--- src/hdl/assert_macros.svh ---
// Assertion macros shared by the sprite projection RTL.
`ifndef ASSERT_MACROS_SVH
`define ASSERT_MACROS_SVH

// Clocked assertion that is masked while reset is high.
`define RSP_ASSERT(lbl, clk, rst, prop, msg) \
  lbl: assert property (@(posedge clk) disable iff (rst) prop) else $error(msg);

// Clocked assertion that also runs through reset.
`define RSP_ASSERT_ALWAYS(lbl, clk, prop, msg) \
  lbl: assert property (@(posedge clk) prop) else $error(msg);

`endif

--- src/hdl/rsp_pkg.sv ---
// Shared types and constants of the sprite projection pipeline.
`timescale 1ns / 1ps
package rsp_pkg;

  // Divider lane sizes: numerator, divisor, one quotient bit per stage.
  localparam int DIV_NUM_W = 56;
  localparam int DIV_DEN_W = 40;
  localparam int DIV_LAT   = DIV_NUM_W;
  localparam int FRONT_LAT = 6;
  localparam int BACK_LAT  = 2;
  localparam int PIPE_LAT  = FRONT_LAT + DIV_LAT + BACK_LAT;
  localparam int DIV_LANES = 3;

  // Lane numbers of the divider bank.
  localparam int LANE_DEPTH = 0;
  localparam int LANE_COL   = 1;
  localparam int LANE_SIZE  = 2;

  // Register reset values.
  localparam logic [11:0] SCREEN_WIDTH_RESET  = 12'd640;
  localparam logic [11:0] SCREEN_HEIGHT_RESET = 12'd480;

  // Reciprocal of five for the sneak scaling of the bottom row.
  localparam logic [15:0] DIV5_MULT  = 16'd52429;
  localparam int          DIV5_SHIFT = 18;

  typedef enum logic [1:0] {
    CFG_SCREEN_WIDTH  = 2'd0,
    CFG_SCREEN_HEIGHT = 2'd1
  } cfg_index_t;

  // Control bits that travel beside the divider lanes.
  typedef struct packed {
    logic valid;
    logic sneak;
    logic det_zero;
    logic neg_depth;
    logic neg_col;
  } rsp_side_t;

endpackage

--- src/hdl/rsp_div_stage.sv ---
// One restoring division step: one quotient bit per register stage.
`timescale 1ns / 1ps
module rsp_div_stage import rsp_pkg::*; (
  input  logic                 clk,
  input  logic [DIV_NUM_W-1:0] num_i,
  input  logic [DIV_DEN_W-1:0] den_i,
  input  logic [DIV_DEN_W-1:0] rem_i,
  output logic [DIV_NUM_W-1:0] num_o,
  output logic [DIV_DEN_W-1:0] den_o,
  output logic [DIV_DEN_W-1:0] rem_o
);

  logic [DIV_DEN_W:0]   rem_sh;
  logic [DIV_DEN_W:0]   rem_diff;
  logic                 fits;

  // Shift in the next numerator bit and try the subtract.
  always_comb begin
    rem_sh   = {rem_i, num_i[DIV_NUM_W-1]};
    rem_diff = rem_sh - {1'b0, den_i};
    fits     = (rem_sh >= {1'b0, den_i});
  end

  // Quotient bits shift in at the bottom of the numerator word.
  always_ff @(posedge clk) begin
    num_o <= {num_i[DIV_NUM_W-2:0], fits};
    den_o <= den_i;
    rem_o <= fits ? rem_diff[DIV_DEN_W-1:0] : rem_sh[DIV_DEN_W-1:0];
  end

endmodule

--- config.mk ---
export PLATFORM = sky130hd
export DESIGN_NAME = rsp_div_stage
export DESIGN_NICKNAME = d
export VERILOG_FILES = /design/src/hdl/assert_macros.svh /design/src/hdl/rsp_pkg.sv /design/src/hdl/rsp_div_stage.sv
export SDC_FILE = /design/constraint.sdc
export NUM_CORES = 1
export LEC_CHECK = 0
export ABC_CLOCK_PERIOD_IN_PS = 4270
export BUFFER_PORTS_ARGS = -buffer_cell sky130_fd_sc_hd__buf_2
export CAP_MARGIN = 30
export CORE_UTILIZATION = 47
export DETAILED_ROUTE_END_ITERATION = 8
export PLACE_DENSITY = 0.87
export SYNTH_ARGS = -nofsm -noshare
export SYNTH_HDL_FRONTEND = slang
export SYNTH_SLANG_ARGS = --single-unit
--- constraint.sdc ---
create_clock -name clk -period 4.27 [get_ports clk]
set_input_delay 1.281 -clock clk [delete_from_list [all_inputs] [get_ports clk]]
set_output_delay 1.281 -clock clk [all_outputs]
set_load 0.01 [all_outputs]
# == After elaboration in Yosys (flattened, before gate mapping) ==
# Cells that the tools add are included.
# Widths: inputs -> output; s select.
# op_classes
add_sub_neg,1
magnitude_cmp,1
mux,1
# op_table
op,count
$ge 41x40->1,1
$mux 40,1
$sub 40x40->40,1
# totals
reg_bits,136
inputBits,137
out_inout_bits,136
wordCells,6

# == Logic depth before layout (Yosys ltp) ==
# logic_depth
depth_word,2
ltp_mapped,13
mapped_depth_nobuf,11

# == Worst setup path after synthesis ==
# OpenSTA, ideal clock, no wires.
# synth_path
kind,input-to-reg
from,input port den_i[16]
to,register rem_o[21]
setup_ns,0.121
arrival_ns,3.267
required_time_ns,4.149
setup_slack_ns,0.882
stages,11
n_path_buf,2
path_cell_list,inv_1 ha_1 buf_6 a21oi_4 o21ai_1 or3_1 a21oi_2 o21ai_1 a31oi_2 buf_6 mux2_2
# synth_via
elab_chain_len,2
elab_cells_between_ends,3
classes_between,1 x add/sub; 1 x order compare; 1 x mux
# synth_lines
element,line,text
"start, declared",rsp_div_stage.sv:6,"input logic [DIV_DEN_W-1:0] den_i,"
$sub 40x40->40 / $ge 41x40->1 (equally long branches),"rsp_div_stage.sv:20, rsp_div_stage.sv:21",
$mux 40 *,rsp_div_stage.sv:28,rem_o <= fits ? rem_diff[DIV_DEN_W-1:0] : rem_sh[DIV_DEN_W-1:0];
"end signal, assigned",rsp_div_stage.sv:28,
"end, declared",rsp_div_stage.sv:10,output logic [DIV_DEN_W-1:0] rem_o
# Every way passes the cells marked *; elsewhere a longest branch is shown, timed or not.

# == Worst setup path after layout ==
# layout_path
from,input port den_i[10]
to,register rem_o[29]
# The elaborated chain is that of the path after synthesis.

==> impl_metrics.csv <==
group,metric,value,unit
status,outcome,"complete, no violations",
critical_path,required,4.58,ns
power_and_ir_drop,seqPwrFrac,39.1,%
synthesis,synth_top_area_share,46.4,%
clock_tree,post-cts-setup-buffers,0,
synthesis,ys_ff_latch,136,
sta,finalCritPeriodShare,84.4,%
clock_tree,clk_pin_slew,0.06,ns
layout,nets,1075,
clock_tree,h-tree-depth,4,
synthesis,synth_ff_type,"dfxtp_1",
worst_hold_path,hold_path_class,"in -> reg",
routing,vias_per_cell,5.19,
critical_path,worst-endpoint-arrival,3.91,ns
clock_tree,clockBufferDepth,2,
power_and_ir_drop,p_clk_share,39.4,%
placed_design,portBuffers,272,
synthesis,syn_area,5870,um2
sta,rsz0062_at_grt,"false",
clock_tree,cts_buffers,17,
layout,register_area,2720,um2
placed_design,gp_congestion,0.919,
floorplanning,die_w,114,um
floorplanning,num_rows,40,
global_route,grt_pass1_wl,26400,um
sta,max_freq,278,MHz
routing,drcViolationCount,0,
clock_tree,cts_tree,"built",
routing,num_vias,5596,
floorplanning,die_area,12900,um2
synthesis,synthArstFlopShare,0,%
synthesis,synth-edff-count,0,
synthesis,yosysUniqueCellTypes,66,
sta,tightest_slew,0.633,ns
placed_design,place_hpwl,13000,um
sta,max_slew_margin,57.5,%
sta,min_period,3.60,ns
global_route,grtUsageTotal,26.3,%
sta,maxSlewViolCount,0,
clock_tree,ctsRootBufferMaster,"clkbuf_16",
synthesis,yosysSeqAreaShare,46.4,%
clock_tree,cts.sinks,136,
run,drv_cap,0,
layout,antenna_cells,0,
clock_tree,post_cts_resized,0,
synthesis,synthTopCellsByArea,"dfxtp_1 46%, ha_1 8.5%, nand2_1 4.5%, o21ai_0 4.4%, a21oi_1 3.5%",
power_and_ir_drop,powerDensity,463,nW/um2
power_and_ir_drop,pwr-share-comb,21.5,%
critical_path,cp-start-kind,"input pin",
critical_path,cp_max_fo,24,
power_and_ir_drop,swShare,28.7,%
layout,multi_input_area,2800,um2
placed_design,place_area,7320,um2
synthesis,yosysWarnings,0,
sta,finalSetupViolCount,0,
routing,drt_wl_total,17100,um
layout,stdcell_area,7910,um2
synthesis,synth.most_common_cell,"dfxtp_1",
sta,fin_hold_ws,0.955,ns
critical_path,crit_path_end_kind,"register",
sta,hold_viol_final,0,
global_route,grt_overflow,0,
floorplanning,core_area,12100,um2
routing,drtIter0Drc,405,
routing,detail-route-antenna-nets,0,
synthesis,yosysTopAreaCell,"dfxtp_1",
synthesis,synth_fp_nets,810,
routing,wl_per_cell,15.9,um
critical_path,path_class,"in -> reg",
layout,drive_gt1_share,35.4,%
clock_tree,ctsHoldBuffers,0,
floorplanning,start_util,48.5,%
layout,utilization,65.3,%
routing,firstDrtPassIters,5,
global_route,grt_max_degree,42,
power_and_ir_drop,leakage,3.93,nW
synthesis,synthTopCellsByCount,"136 x dfxtp_1, 71 x nand2_1, 52 x o21ai_0, 51 x inv_1, 41 x a21oi_1",
global_route,grt_pass1_vias,5463,
power_and_ir_drop,ir_drop,0.313,mV
power_and_ir_drop,p_sw,1.05,mW
layout,area_growth,34.7,%
synthesis,synthCells,632,
power_and_ir_drop,p_int,2.61,mW
synthesis,syn_avg_cell_area,9.29,um2
floorplanning,dieHeight,114,um
layout,fill_cells,1018,
sta,tns,0,ns
floorplanning,num_io_pins,273,
global_route,antenna_found_initial,0,
==> cell usage in the layout, fill, tap and decap left out, types with 3 or more instances in the layout <==
cell / count
dfxtp_1: 136
nand3_1: 11
xnor2_1: 19
nand2b_1: 4
o21ai_1: 5
and3_1: 4
o221ai_1: 3
a211oi_1: 4
a31oi_1: 5
clkinv_4: 3
nor3_1: 4
nand2_1: 71
a21oi_2: 4
buf_2: 272
mux2i_1: 4
nor4_1: 5
ha_1: 40
o211ai_1: 5
a21oi_1: 41
o21a_1: 8
a21o_1: 11
nand4_1: 15
clkbuf_16: 17
o21bai_1: 5
nor2_1: 28
o21ai_0: 52
nor2b_1: 7
inv_1: 51
inv_6: 4
xor2_1: 15
==> final timing paths <==
| path | start | endpoint | slack (ns) | cells past startpoint |
|---|---|---|---|---|
| worst min-delay path | num_i[2] | num_o[3]$_DFF_P_ | 0.96 | 1 |
| worst max-delay path | den_i[10] | rem_o[29]$_DFF_P_ | 0.67 | 12 |
==> cell families after synthesis <==
kind of cell               share of synthesized area (%)
DFF                                                 46.4
and+or+nand+nor                                     13.2
xor gates and xnor gates                            5.07
muxes                                               1.07
buffers and inverters                               6.18
adders and majority gates                           8.86
AOI/OAI and AO/OA                                   19.2
==> state kept, by name, summed over array words and instances (netlist names) <==
register  flops
num_o        56
den_o        40
rem_o        40
==> layout make-up <==
class,count,share of cell area [%]
Inverter,52,2.47
Sequential cell,136,34.4
Tap cell,168,2.66
Clock inverter,12,1.76
Multi-Input combinational cell,416,35.3
Timing Repair Buffer,274,17.7
Clock buffer,20,5.65
==> power by group through the flow <==
stage                     combinational [mW]  clock (mW)  sequential (mW)
after floorplan                        0.404           0             1.53
after global placement                 0.764           0             1.45
after detailed placement               0.775           0             1.46
after CTS                              0.786        1.46             1.43
after global routing                   0.860        1.53             1.44
final                                  0.790        1.44             1.43
==> per-layer routing <==
metal  global-route usage, %  part of all wire [%]
met5                       0                     0
met4                    10.9                   2.6
met3                    7.86                   7.6
met2                    49.4                    54
met1                    27.2                    36
==> metrics by stage <==
stage,worst slack (ns),std cells,power (mW)
floorplan,0.882,632,1.94
global placement,0.384,1046,2.22
detailed placement,0.298,1046,2.23
CTS,0.687,1078,3.68
global route,0.458,1078,3.83
finish,0.667,1078,3.66
==> critical path, stage by stage <==
cell	delay [ns]
buf_2	0.09
inv_1	0.04
ha_1	0.41
a21oi_1	0.26
o21ai_0	0.16
or3_1	0.35
a21oi_2	0.18
o21ai_1	0.13
a31oi_4	0.46
buf_12	0.23
mux2i_1	0.25
a21oi_2	0.05
Note: power is estimated with default switching activity, not from simulation.
