$ cat src/hdl/assert_macros.svh
// Assertion macros shared by the sprite projection RTL.
`ifndef ASSERT_MACROS_SVH
`define ASSERT_MACROS_SVH

// Clocked assertion that is masked while reset is high.
`define RSP_ASSERT(lbl, clk, rst, prop, msg) \
  lbl: assert property (@(posedge clk) disable iff (rst) prop) else $error(msg);

// Clocked assertion that also runs through reset.
`define RSP_ASSERT_ALWAYS(lbl, clk, prop, msg) \
  lbl: assert property (@(posedge clk) prop) else $error(msg);

`endif

$ cat src/hdl/rsp_pkg.sv
// Shared types and constants of the sprite projection pipeline.
`timescale 1ns / 1ps
package rsp_pkg;

  // Divider lane sizes: numerator, divisor, one quotient bit per stage.
  localparam int DIV_NUM_W = 56;
  localparam int DIV_DEN_W = 40;
  localparam int DIV_LAT   = DIV_NUM_W;
  localparam int FRONT_LAT = 6;
  localparam int BACK_LAT  = 2;
  localparam int PIPE_LAT  = FRONT_LAT + DIV_LAT + BACK_LAT;
  localparam int DIV_LANES = 3;

  // Lane numbers of the divider bank.
  localparam int LANE_DEPTH = 0;
  localparam int LANE_COL   = 1;
  localparam int LANE_SIZE  = 2;

  // Register reset values.
  localparam logic [11:0] SCREEN_WIDTH_RESET  = 12'd640;
  localparam logic [11:0] SCREEN_HEIGHT_RESET = 12'd480;

  // Reciprocal of five for the sneak scaling of the bottom row.
  localparam logic [15:0] DIV5_MULT  = 16'd52429;
  localparam int          DIV5_SHIFT = 18;

  typedef enum logic [1:0] {
    CFG_SCREEN_WIDTH  = 2'd0,
    CFG_SCREEN_HEIGHT = 2'd1
  } cfg_index_t;

  // Control bits that travel beside the divider lanes.
  typedef struct packed {
    logic valid;
    logic sneak;
    logic det_zero;
    logic neg_depth;
    logic neg_col;
  } rsp_side_t;

endpackage

$ cat src/hdl/rsp_back.sv
// Back stages: signed quotients, edge clamps, sneak adjust and saturation.
`timescale 1ns / 1ps
module rsp_back import rsp_pkg::*; (
  input  logic                 clk,
  input  logic                 rst,
  input  rsp_side_t            side,
  input  logic [DIV_NUM_W-1:0] q_depth,
  input  logic [DIV_NUM_W-1:0] q_col,
  input  logic [DIV_NUM_W-1:0] q_size,
  input  logic [11:0]          screen_width,
  input  logic [11:0]          screen_height,
  output logic                 done,
  output logic [14:0]          rect_left,
  output logic signed [15:0]   rect_width,
  output logic signed [11:0]   rect_top,
  output logic signed [15:0]   rect_height,
  output logic signed [31:0]   depth,
  output logic                 in_front,
  output logic                 degenerate
);

  logic [10:0]        half_w, half_h;
  logic signed [48:0] col_mag, col, hs, x0, x1, x0c_next, x1c_next, w_s;
  logic [48:0]        y1w;
  logic [10:0]        y0_next;
  logic signed [12:0] y1_next;
  logic [31:0]        depth_next;
  logic               degen_next;

  logic               v1, sneak1, degen1, front1;
  logic signed [48:0] x0c, x1c;
  logic [10:0]        y0;
  logic signed [12:0] y1;
  logic [31:0]        depth1;

  logic signed [12:0] y0s, y1s;
  logic [28:0]        y1prod;
  logic signed [49:0] wd;
  logic signed [13:0] hd;

  assign half_w = screen_width[11:1];
  assign half_h = screen_height[11:1];

  // Signed column and half size, clamp the edges, saturate the depth.
  always_comb begin
    col_mag  = $signed({2'b00, q_col[46:0]});
    col      = side.neg_col ? -col_mag : col_mag;
    hs       = $signed({1'b0, q_size[48:1]});
    x0       = col - hs;
    x1       = col + hs;
    w_s      = $signed({37'd0, screen_width});
    x0c_next = x0[48] ? '0 : x0;
    x1c_next = (x1 >= w_s && x0c_next != '0) ? w_s - 49'sd1 : x1;
    y0_next  = (hs > $signed({38'd0, half_h})) ? 11'd0 : half_h - hs[10:0];
    y1w      = {38'd0, half_h} + hs;
    y1_next  = (y1w >= {37'd0, screen_height}) ? $signed({1'b0, screen_height}) - 13'sd1
                                               : $signed(y1w[12:0]);
    if (side.det_zero) begin
      depth_next = '0;
    end else if (!side.neg_depth) begin
      depth_next = (q_depth > 56'd2147483647) ? 32'h7fff_ffff : q_depth[31:0];
    end else begin
      depth_next = (q_depth > 56'd2147483648) ? 32'h8000_0000 : ~q_depth[31:0] + 32'd1;
    end
    degen_next = side.det_zero || (q_depth == '0);
  end

  // Hold the clamped edges for the final stage.
  always_ff @(posedge clk) begin
    if (rst) begin
      v1 <= 1'b0;
    end else begin
      v1 <= side.valid;
    end
    sneak1 <= side.sneak;
    degen1 <= degen_next;
    front1 <= !degen_next && !side.neg_depth;
    x0c    <= x0c_next;
    x1c    <= x1c_next;
    y0     <= y0_next;
    y1     <= y1_next;
    depth1 <= depth_next;
  end

  // Apply sneak offset and scaling, then the differences.
  always_comb begin
    y1prod = 29'({y1[11:0], 1'b0} * DIV5_MULT);
    if (sneak1) begin
      y0s = $signed({2'b00, y0}) - $signed({2'b00, half_w});
      y1s = y1[12] ? 13'sd0 : $signed({2'b00, y1prod[DIV5_SHIFT+10:DIV5_SHIFT]});
    end else begin
      y0s = $signed({2'b00, y0});
      y1s = y1;
    end
    wd = 50'(x1c) - 50'(x0c);
    hd = 14'(y1s) - 14'(y0s);
  end

  // Register the result and its strobe.
  always_ff @(posedge clk) begin
    if (rst) begin
      done <= 1'b0;
    end else begin
      done <= v1;
    end
    depth      <= depth1;
    in_front   <= front1;
    degenerate <= degen1;
    if (degen1) begin
      rect_left   <= '0;
      rect_width  <= '0;
      rect_top    <= '0;
      rect_height <= '0;
    end else begin
      rect_left   <= (x0c > 49'sd32767) ? 15'h7fff : x0c[14:0];
      rect_width  <= (wd > 50'sd32767) ? 16'sh7fff :
                     (wd < -50'sd32768) ? 16'sh8000 : wd[15:0];
      rect_top    <= y0s[11:0];
      rect_height <= 16'(hd);
    end
  end

endmodule

$ cat config.mk
export PLATFORM = sky130hd
export DESIGN_NAME = rsp_back
export DESIGN_NICKNAME = d
export VERILOG_FILES = /design/src/hdl/assert_macros.svh /design/src/hdl/rsp_pkg.sv /design/src/hdl/rsp_back.sv
export SDC_FILE = /design/constraint.sdc
export NUM_CORES = 1
export LEC_CHECK = 0
export BUFFER_PORTS_ARGS = -buffer_cell sky130_fd_sc_hd__buf_4
export CELL_PAD_IN_SITES_DETAIL_PLACEMENT = 1
export CELL_PAD_IN_SITES_GLOBAL_PLACEMENT = 1
export CORE_ASPECT_RATIO = 0.8
export CORE_MARGIN = 2
export CORE_UTILIZATION = 45
export CTS_CLUSTER_DIAMETER = 150
export DETAILED_ROUTE_END_ITERATION = 8
export PLACE_DENSITY_LB_ADDON = 0.1
export SLEW_MARGIN = 25
export SYNTH_ARGS = -nofsm -noshare
export SYNTH_HDL_FRONTEND = slang
export SYNTH_SLANG_ARGS = --single-unit
$ cat constraint.sdc
create_clock -name clk -period 7.35 [get_ports clk]
set_clock_uncertainty 0.05 [all_clocks]
set_input_delay 0.735 -clock clk [delete_from_list [all_inputs] [get_ports clk]]
set_output_delay 0.735 -clock clk [all_outputs]
set_load 0.02 [all_outputs]
Word-level counts from Yosys, hierarchy flattened
Index checks and enable logic that the tools add are counted.
{"block": "classes", "n_addsub": 11, "n_mul": 1, "magnitude_cmp": 8, "n_mux": 13, "bitwise_logic": 1, "n_reduce_logical": 8}
{"operator": "$mux 49", "n": 2}
{"operator": "$mux 32", "n": 3}
{"operator": "$gt 56x31->1 const B", "n": 1}
{"operator": "$gt 56x32->1 const B", "n": 1}
{"operator": "$logic_not 56->1", "n": 1}
{"operator": "$gt 50x16->1 const B", "n": 1}
{"operator": "$lt 50x16->1 const B", "n": 1}
{"operator": "$sub 49x49->50", "n": 1}
{"operator": "$add 11x48->49", "n": 1}
{"operator": "$add 49x49->49", "n": 1}
{"operator": "$ge 49x12->1", "n": 1}
{"operator": "$ge 49x13->1", "n": 1}
{"operator": "$neg 47->49", "n": 1}
{"operator": "$reduce_bool 49->1", "n": 1}
{"operator": "$sub 49x49->49", "n": 1}
{"operator": "$gt 48x11->1", "n": 1}
{"operator": "$gt 48x15->1 const B", "n": 1}
{"operator": "$mux 48", "n": 1}
{"operator": "$mux 13", "n": 3}
{"operator": "$add 32x1->32 const B", "n": 1}
{"operator": "$not 32->32", "n": 1}
{"operator": "$mux 15", "n": 2}
{"operator": "$mul 12x16->28 const B", "n": 1}
{"operator": "$sub 12x1->13 const B", "n": 2}
{"operator": "other kinds (9)", "n": 11}
{"block": "word_totals", "register_bits": 249, "input_bits": 199, "out_inout_bits": 94, "wordCells": 60}

Depth between registers and ports, before layout
{"block": "logic_depth", "ltp_word": 7, "mapped_depth": 34, "mapped_depth_nobuf": 34}

Least setup slack after synthesis
Ideal clock, no wire load.
{"block": "synth_timing", "kind": "input-to-reg", "start": "in q_col[0]", "end": "reg x1c[10]", "setup_ps": 123, "arrival_time_ps": 6395, "required_ps": 7177, "setup_slack_ps": 782, "path_stages": 24, "path_cell_list": "inv_1 -> ha_1 -> nand3b_1 -> nand2b_1 -> or4_1 -> or3_1 -> or4_4 -> o31ai_1 -> xnor2_1 -> ha_1 -> and2_0 -> nand2_1 -> nand2_1 -> a21o_1 -> a21o_1 -> a221oi_2 -> o31ai_1 -> a211oi_1 -> xnor2_1 -> nor4bb_1 -> a41oi_4 -> o21ai_2 -> buf_6 -> mux2_1"}
{"block": "synth_between", "elab_chain_cells": 7, "elab_cells_between_ends": 9, "cone_classes": "3 x add/sub; 1 x order compare; 3 x mux; 2 x reduce/logical"}
{"item": "from (decl)", "line_no": "rsp_back.sv:8", "text": "input logic [DIV_NUM_W-1:0] q_col,"}
{"item": "$neg 47->49", "line_no": "rsp_back.sv:47", "text": "col = side.neg_col ? -col_mag : col_mag;"}
{"item": "$mux 49 *", "line_no": "rsp_back.sv:47"}
{"item": "branches (longest 4 deep; another with $add 49x49->49)"}
{"item": "$mux 49 *", "line_no": "rsp_back.sv:53", "text": "x1c_next = (x1 >= w_s && x0c_next != '0) ? w_s - 49'sd1 : x1;"}
{"item": "net x1c_next[10]", "line_no": "rsp_back.sv:23", "text": "logic signed [48:0] col_mag, col, hs, x0, x1, x0c_next, x1c_next, w_s;"}
{"item": "to (signal assigned)", "line_no": "rsp_back.sv:79", "text": "x1c <= x1c_next;"}
{"item": "to (decl)", "line_no": "rsp_back.sv:31", "text": "logic signed [48:0] x0c, x1c;"}
Mark *: on every way through the listed nets, which the timed path passes.
A chain may end at the register's enable or synchronous reset.

Worst setup path after layout
{"block": "layout_timing", "start": "reg y1[7]", "end": "reg rect_height[13] (netlist name)"}
{"block": "layout_between", "elab_chain_cells": 4}
{"item": "from (decl)", "line_no": "rsp_back.sv:33", "text": "logic signed [12:0] y1;"}
{"item": "from (signal assigned)", "line_no": "rsp_back.sv:81", "text": "y1 <= y1_next;"}
{"item": "$mul 12x16->28", "line_no": "rsp_back.sv:87", "text": "y1prod = 29'({y1[11:0], 1'b0} * DIV5_MULT);"}
{"item": "$mux 11", "line_no": "rsp_back.sv:90", "text": "y1s = y1[12] ? 13'sd0 : $signed({2'b00, y1prod[DIV5_SHIFT+10:DIV5_SHIFT]});"}
{"item": "$mux 13 *", "line_no": "rsp_back.sv:88", "text": "if (sneak1) begin"}
{"item": "$sub 13x13->14 *", "line_no": "rsp_back.sv:96", "text": "hd = 14'(y1s) - 14'(y0s);"}
Mark *: on every way between the ends. The rest lies on a longest branch, timed or not.

==> flow_metrics.tcl <==
set metrics [dict create \
    status "complete, no violations" \
    pwr_density_cell_mw_per_mm2 314 \
    ff_latch_area_sq_mm 0.00499 \
    cp-end-kind "flop" \
    critPathBufInv 4 \
    whs_endpoint "sneak1" \
    synth_cell_types 103 \
    via_count 24321 \
    antenna_found_initial 0 \
    tightest_slew_ns 1.03 \
    initial_core_util_pct 45.8 \
    dp_slack_ns -0.0611 \
    drtPass1Iterations 5 \
    syn_area_per_cell_sq_um 7.79 \
    maxSlewViolCount 0 \
    tns_ns 0 \
    io_pins 293 \
    numCtsBuffers 28 \
    fin_ws_ns 0.253 \
    num-fill-cells 6564 \
    synthArstFlopShare_pct 0 \
    syn_area_sq_mm 0.0242 \
    portBuffers 275 \
    max_stage_delay_ns 0.58 \
    syn_inst 3103 \
    worst_skew_pair.late_latency_ns 0.57 \
    track_usage_pct 32.1 \
    via_per_inst 5.93 \
    final_layout_size_suffix_gt1_share_pct 15.1 \
    synth_top_area_cell "dfxtp_1" \
    min_from "side[3]" \
    slowest_stage "fa_2" \
    n_antenna_cell 0 \
    dieArea_sq_mm 0.0556 \
    synth.yosys.seq_area_share_pct 20.6 \
    reg2reg_depth 33 \
    min_delay_path_depth 1 \
    syn_nets 3654 \
    path_common_cell "inv_1" \
    grt_pass1_vias 24952 \
    fin_nets 3943 \
    clkSlewWorstSetupHoldPaths_ns 0.06 \
    slew_headroom_pct 31.4 \
    power.leakage_nw 13.1 \
    drt_iter0_markers 1691 \
    whs_ns 0.220 \
    fmax_mhz 141 \
    ys_ff_latch 249 \
    regToRegSetupSlack_ns 0.25 \
    remaining_drc_errors 0 \
    synthTopCellsByArea "dfxtp_1, ha_1, xnor2_1, nor2_1, inv_1" \
    cts_tree "done" \
    core_area_sq_mm 0.0527 \
    path_class "flop to flop" \
    cp_max_fo 4 \
    synth_top_area_share_pct 20.6 \
    fin_util_pct 54.1 \
    area_growth_pct 18.0 \
    synth_warnings 0 \
    cts_sinks 249 \
    timing.rr.start "y1[7]" \
    worstPathRequired_ns 7.77 \
    synth_ff_type "dfxtp_1" \
    reg2reg_to "rect_height[13]" \
    grt_pass1_wl_mm 142 \
    wl_per_cell_um 22.3 \
    ant_nets 0 \
    vdd_drop_max_mv 0.181 \
    clk_path_buf_depth 3 \
    drt_wl_total_mm 91.6 \
    worstPathArrival_ns 7.52 \
    setup_viol 0 \
    hpwl_mm 76.8 \
    synth-edff-count 0 \
    min-delay-path-class "primary input to flop" \
    die_w_um 263 \
    hold_violations 0 \
    gp_congestion 0.978 \
    grt-ovfl-total 0 \
    clock_tree.root_cell "clkbuf_16" \
    cts_hold_buf 0 \
    rows 75 \
    finalCriticalPeriod_ns 7.10 \
    htree_levels 1 \
    finalCritPeriodShare_pct 96.6 \
    cp_top_family "adder cells" \
    die_y_um 211 \
    multi_input_area_sq_mm 0.0177 \
    cp-start-kind "flop" \
    grt_max_degree 46 \
    cap_violations 0 \
]
[worst reg2reg max path, delay by kind of cell, from the launching register on]
| family | cells | cell delay (ns) |
|---|---|---|
| AOI/OAI and AO/OA | 13 | 1.91 |
| xor gates and xnor gates | 1 | 0.21 |
| adders and majority gates | 7 | 2.92 |
| buffers and inverters | 4 | 0.30 |
| DFF | 1 | 0.41 |
| and+or+nand+nor | 8 | 1.22 |
[cell families after synthesis]
family | count (synthesis) | share of synthesized area [%]
AOI/OAI and AO/OA | 807 | 22.3
xor gates and xnor gates | 232 | 8.41
adders and majority gates | 352 | 19.7
buffers and inverters | 434 | 6.86
DFF | 249 | 20.6
muxes | 45 | 1.97
and+or+nand+nor | 984 | 20.1
[placed cells by master (no fill, tap or decap), drive strengths merged, types with 21 or more instances in the layout]
master	n
xnor2	187
nor2b	33
fa	49
o21bai	33
a21oi	226
ha	303
dfxtp	249
or3	36
buf	372
a31oi	27
a21o	77
clkbuf	36
o21a	23
mux2	21
o22a	29
mux2i	24
o211ai	21
o31ai	40
nand4	53
nand2b	38
nor4	51
nor2	338
xor2	45
nand3	68
and2	26
and3	23
nor3	108
inv	321
o21ai	166
nand2	153
a211oi	29
[flip-flops by register name, summed over array words and instances, names as in the netlist]
signal       flops
rect_top        12
degen1           1
rect_height     14
x0c             48
v1               1
depth1          32
degenerate       1
y0              11
y1              13
depth           32
rect_width      16
rect_left       15
done             1
front1           1
in_front         1
x1c             49
sneak1           1
[how the worst max path moves through the flow]
stage / cells past startpoint / start / slack (ns) / to
2_1_floorplan: 24 / q_col[0] / 0.78 / x1c[10]
3_3_place_gp: 23 / q_col[1] / 0.08 / x1c[5]
3_5_place_dp: 30 / q_col[1] / -0.06 / x1c[8]
4_1_cts: 33 / y1[4] / 0.03 / rect_height[13]
6_report: 33 / y1[7] / 0.25 / rect_height[13]
5_1_grt: 33 / y1[7] / -0.06 / rect_height[13]
[where the power goes]
part           internal (mW)  switching, mW  total (mW)
clock                  0.884          0.588        1.47
sequential              1.62          0.133        1.75
combinational           2.23           3.51        5.73
total                   4.73           4.23        8.96
[Yosys cell counts (all sizes together) (33+ instances only)]
master / instances
nor2b: 33
inv: 319
nand2b: 38
or3: 36
dfxtp: 249
nand4: 53
ha: 303
xor2: 45
nor4: 51
nor2: 338
o21bai: 33
nand2: 153
nor3: 108
o31ai: 40
clkbuf: 97
xnor2: 187
nand3: 68
a21oi: 226
a21o: 77
o21ai: 166
fa: 49
[repair_timing]
action                                 in CTS  in global routing
setup endpoints to repair                   3                  4
pin swaps                                   1                  4
setup buffers                               1                  3
gates resized for setup                     6                 25
endpoints found under the hold margin       0                  0
[final cells by class]
| cell class | count | area share, % |
|---|---|---|
| Timing Repair Buffer | 372 | 9.88 |
| Multi-Input combinational cell | 2420 | 61.9 |
| Sequential cell | 249 | 17.5 |
| Clock buffer | 36 | 2.85 |
| Clock inverter | 13 | 0.570 |
| Inverter | 321 | 4.23 |
| Tap cell | 693 | 3.04 |
[per-stage QoR]
| stage | std cells | instance area, sq um | total power, mW |
|---|---|---|---|
| 6_report | 4104 | 28500 | 8.96 |
| 5_1_grt | 4104 | 28500 | 9.59 |
| 4_1_cts | 4101 | 28400 | 8.78 |
| 3_5_place_dp | 4051 | 27400 | 7.19 |
| 3_3_place_gp | 4051 | 27400 | 6.95 |
| 2_1_floorplan | 3103 | 24200 | 5.49 |
[routing by layer]
layer	vias up	wire length, um	global-route usage, %
met1	11929	44900	46.9
met4	0	2090	7.45
li1	11504	-	-
met2	788	38800	50.0
met3	100	5740	4.24
met5	-	0	0
Note: power is estimated with default switching activity, not from simulation.
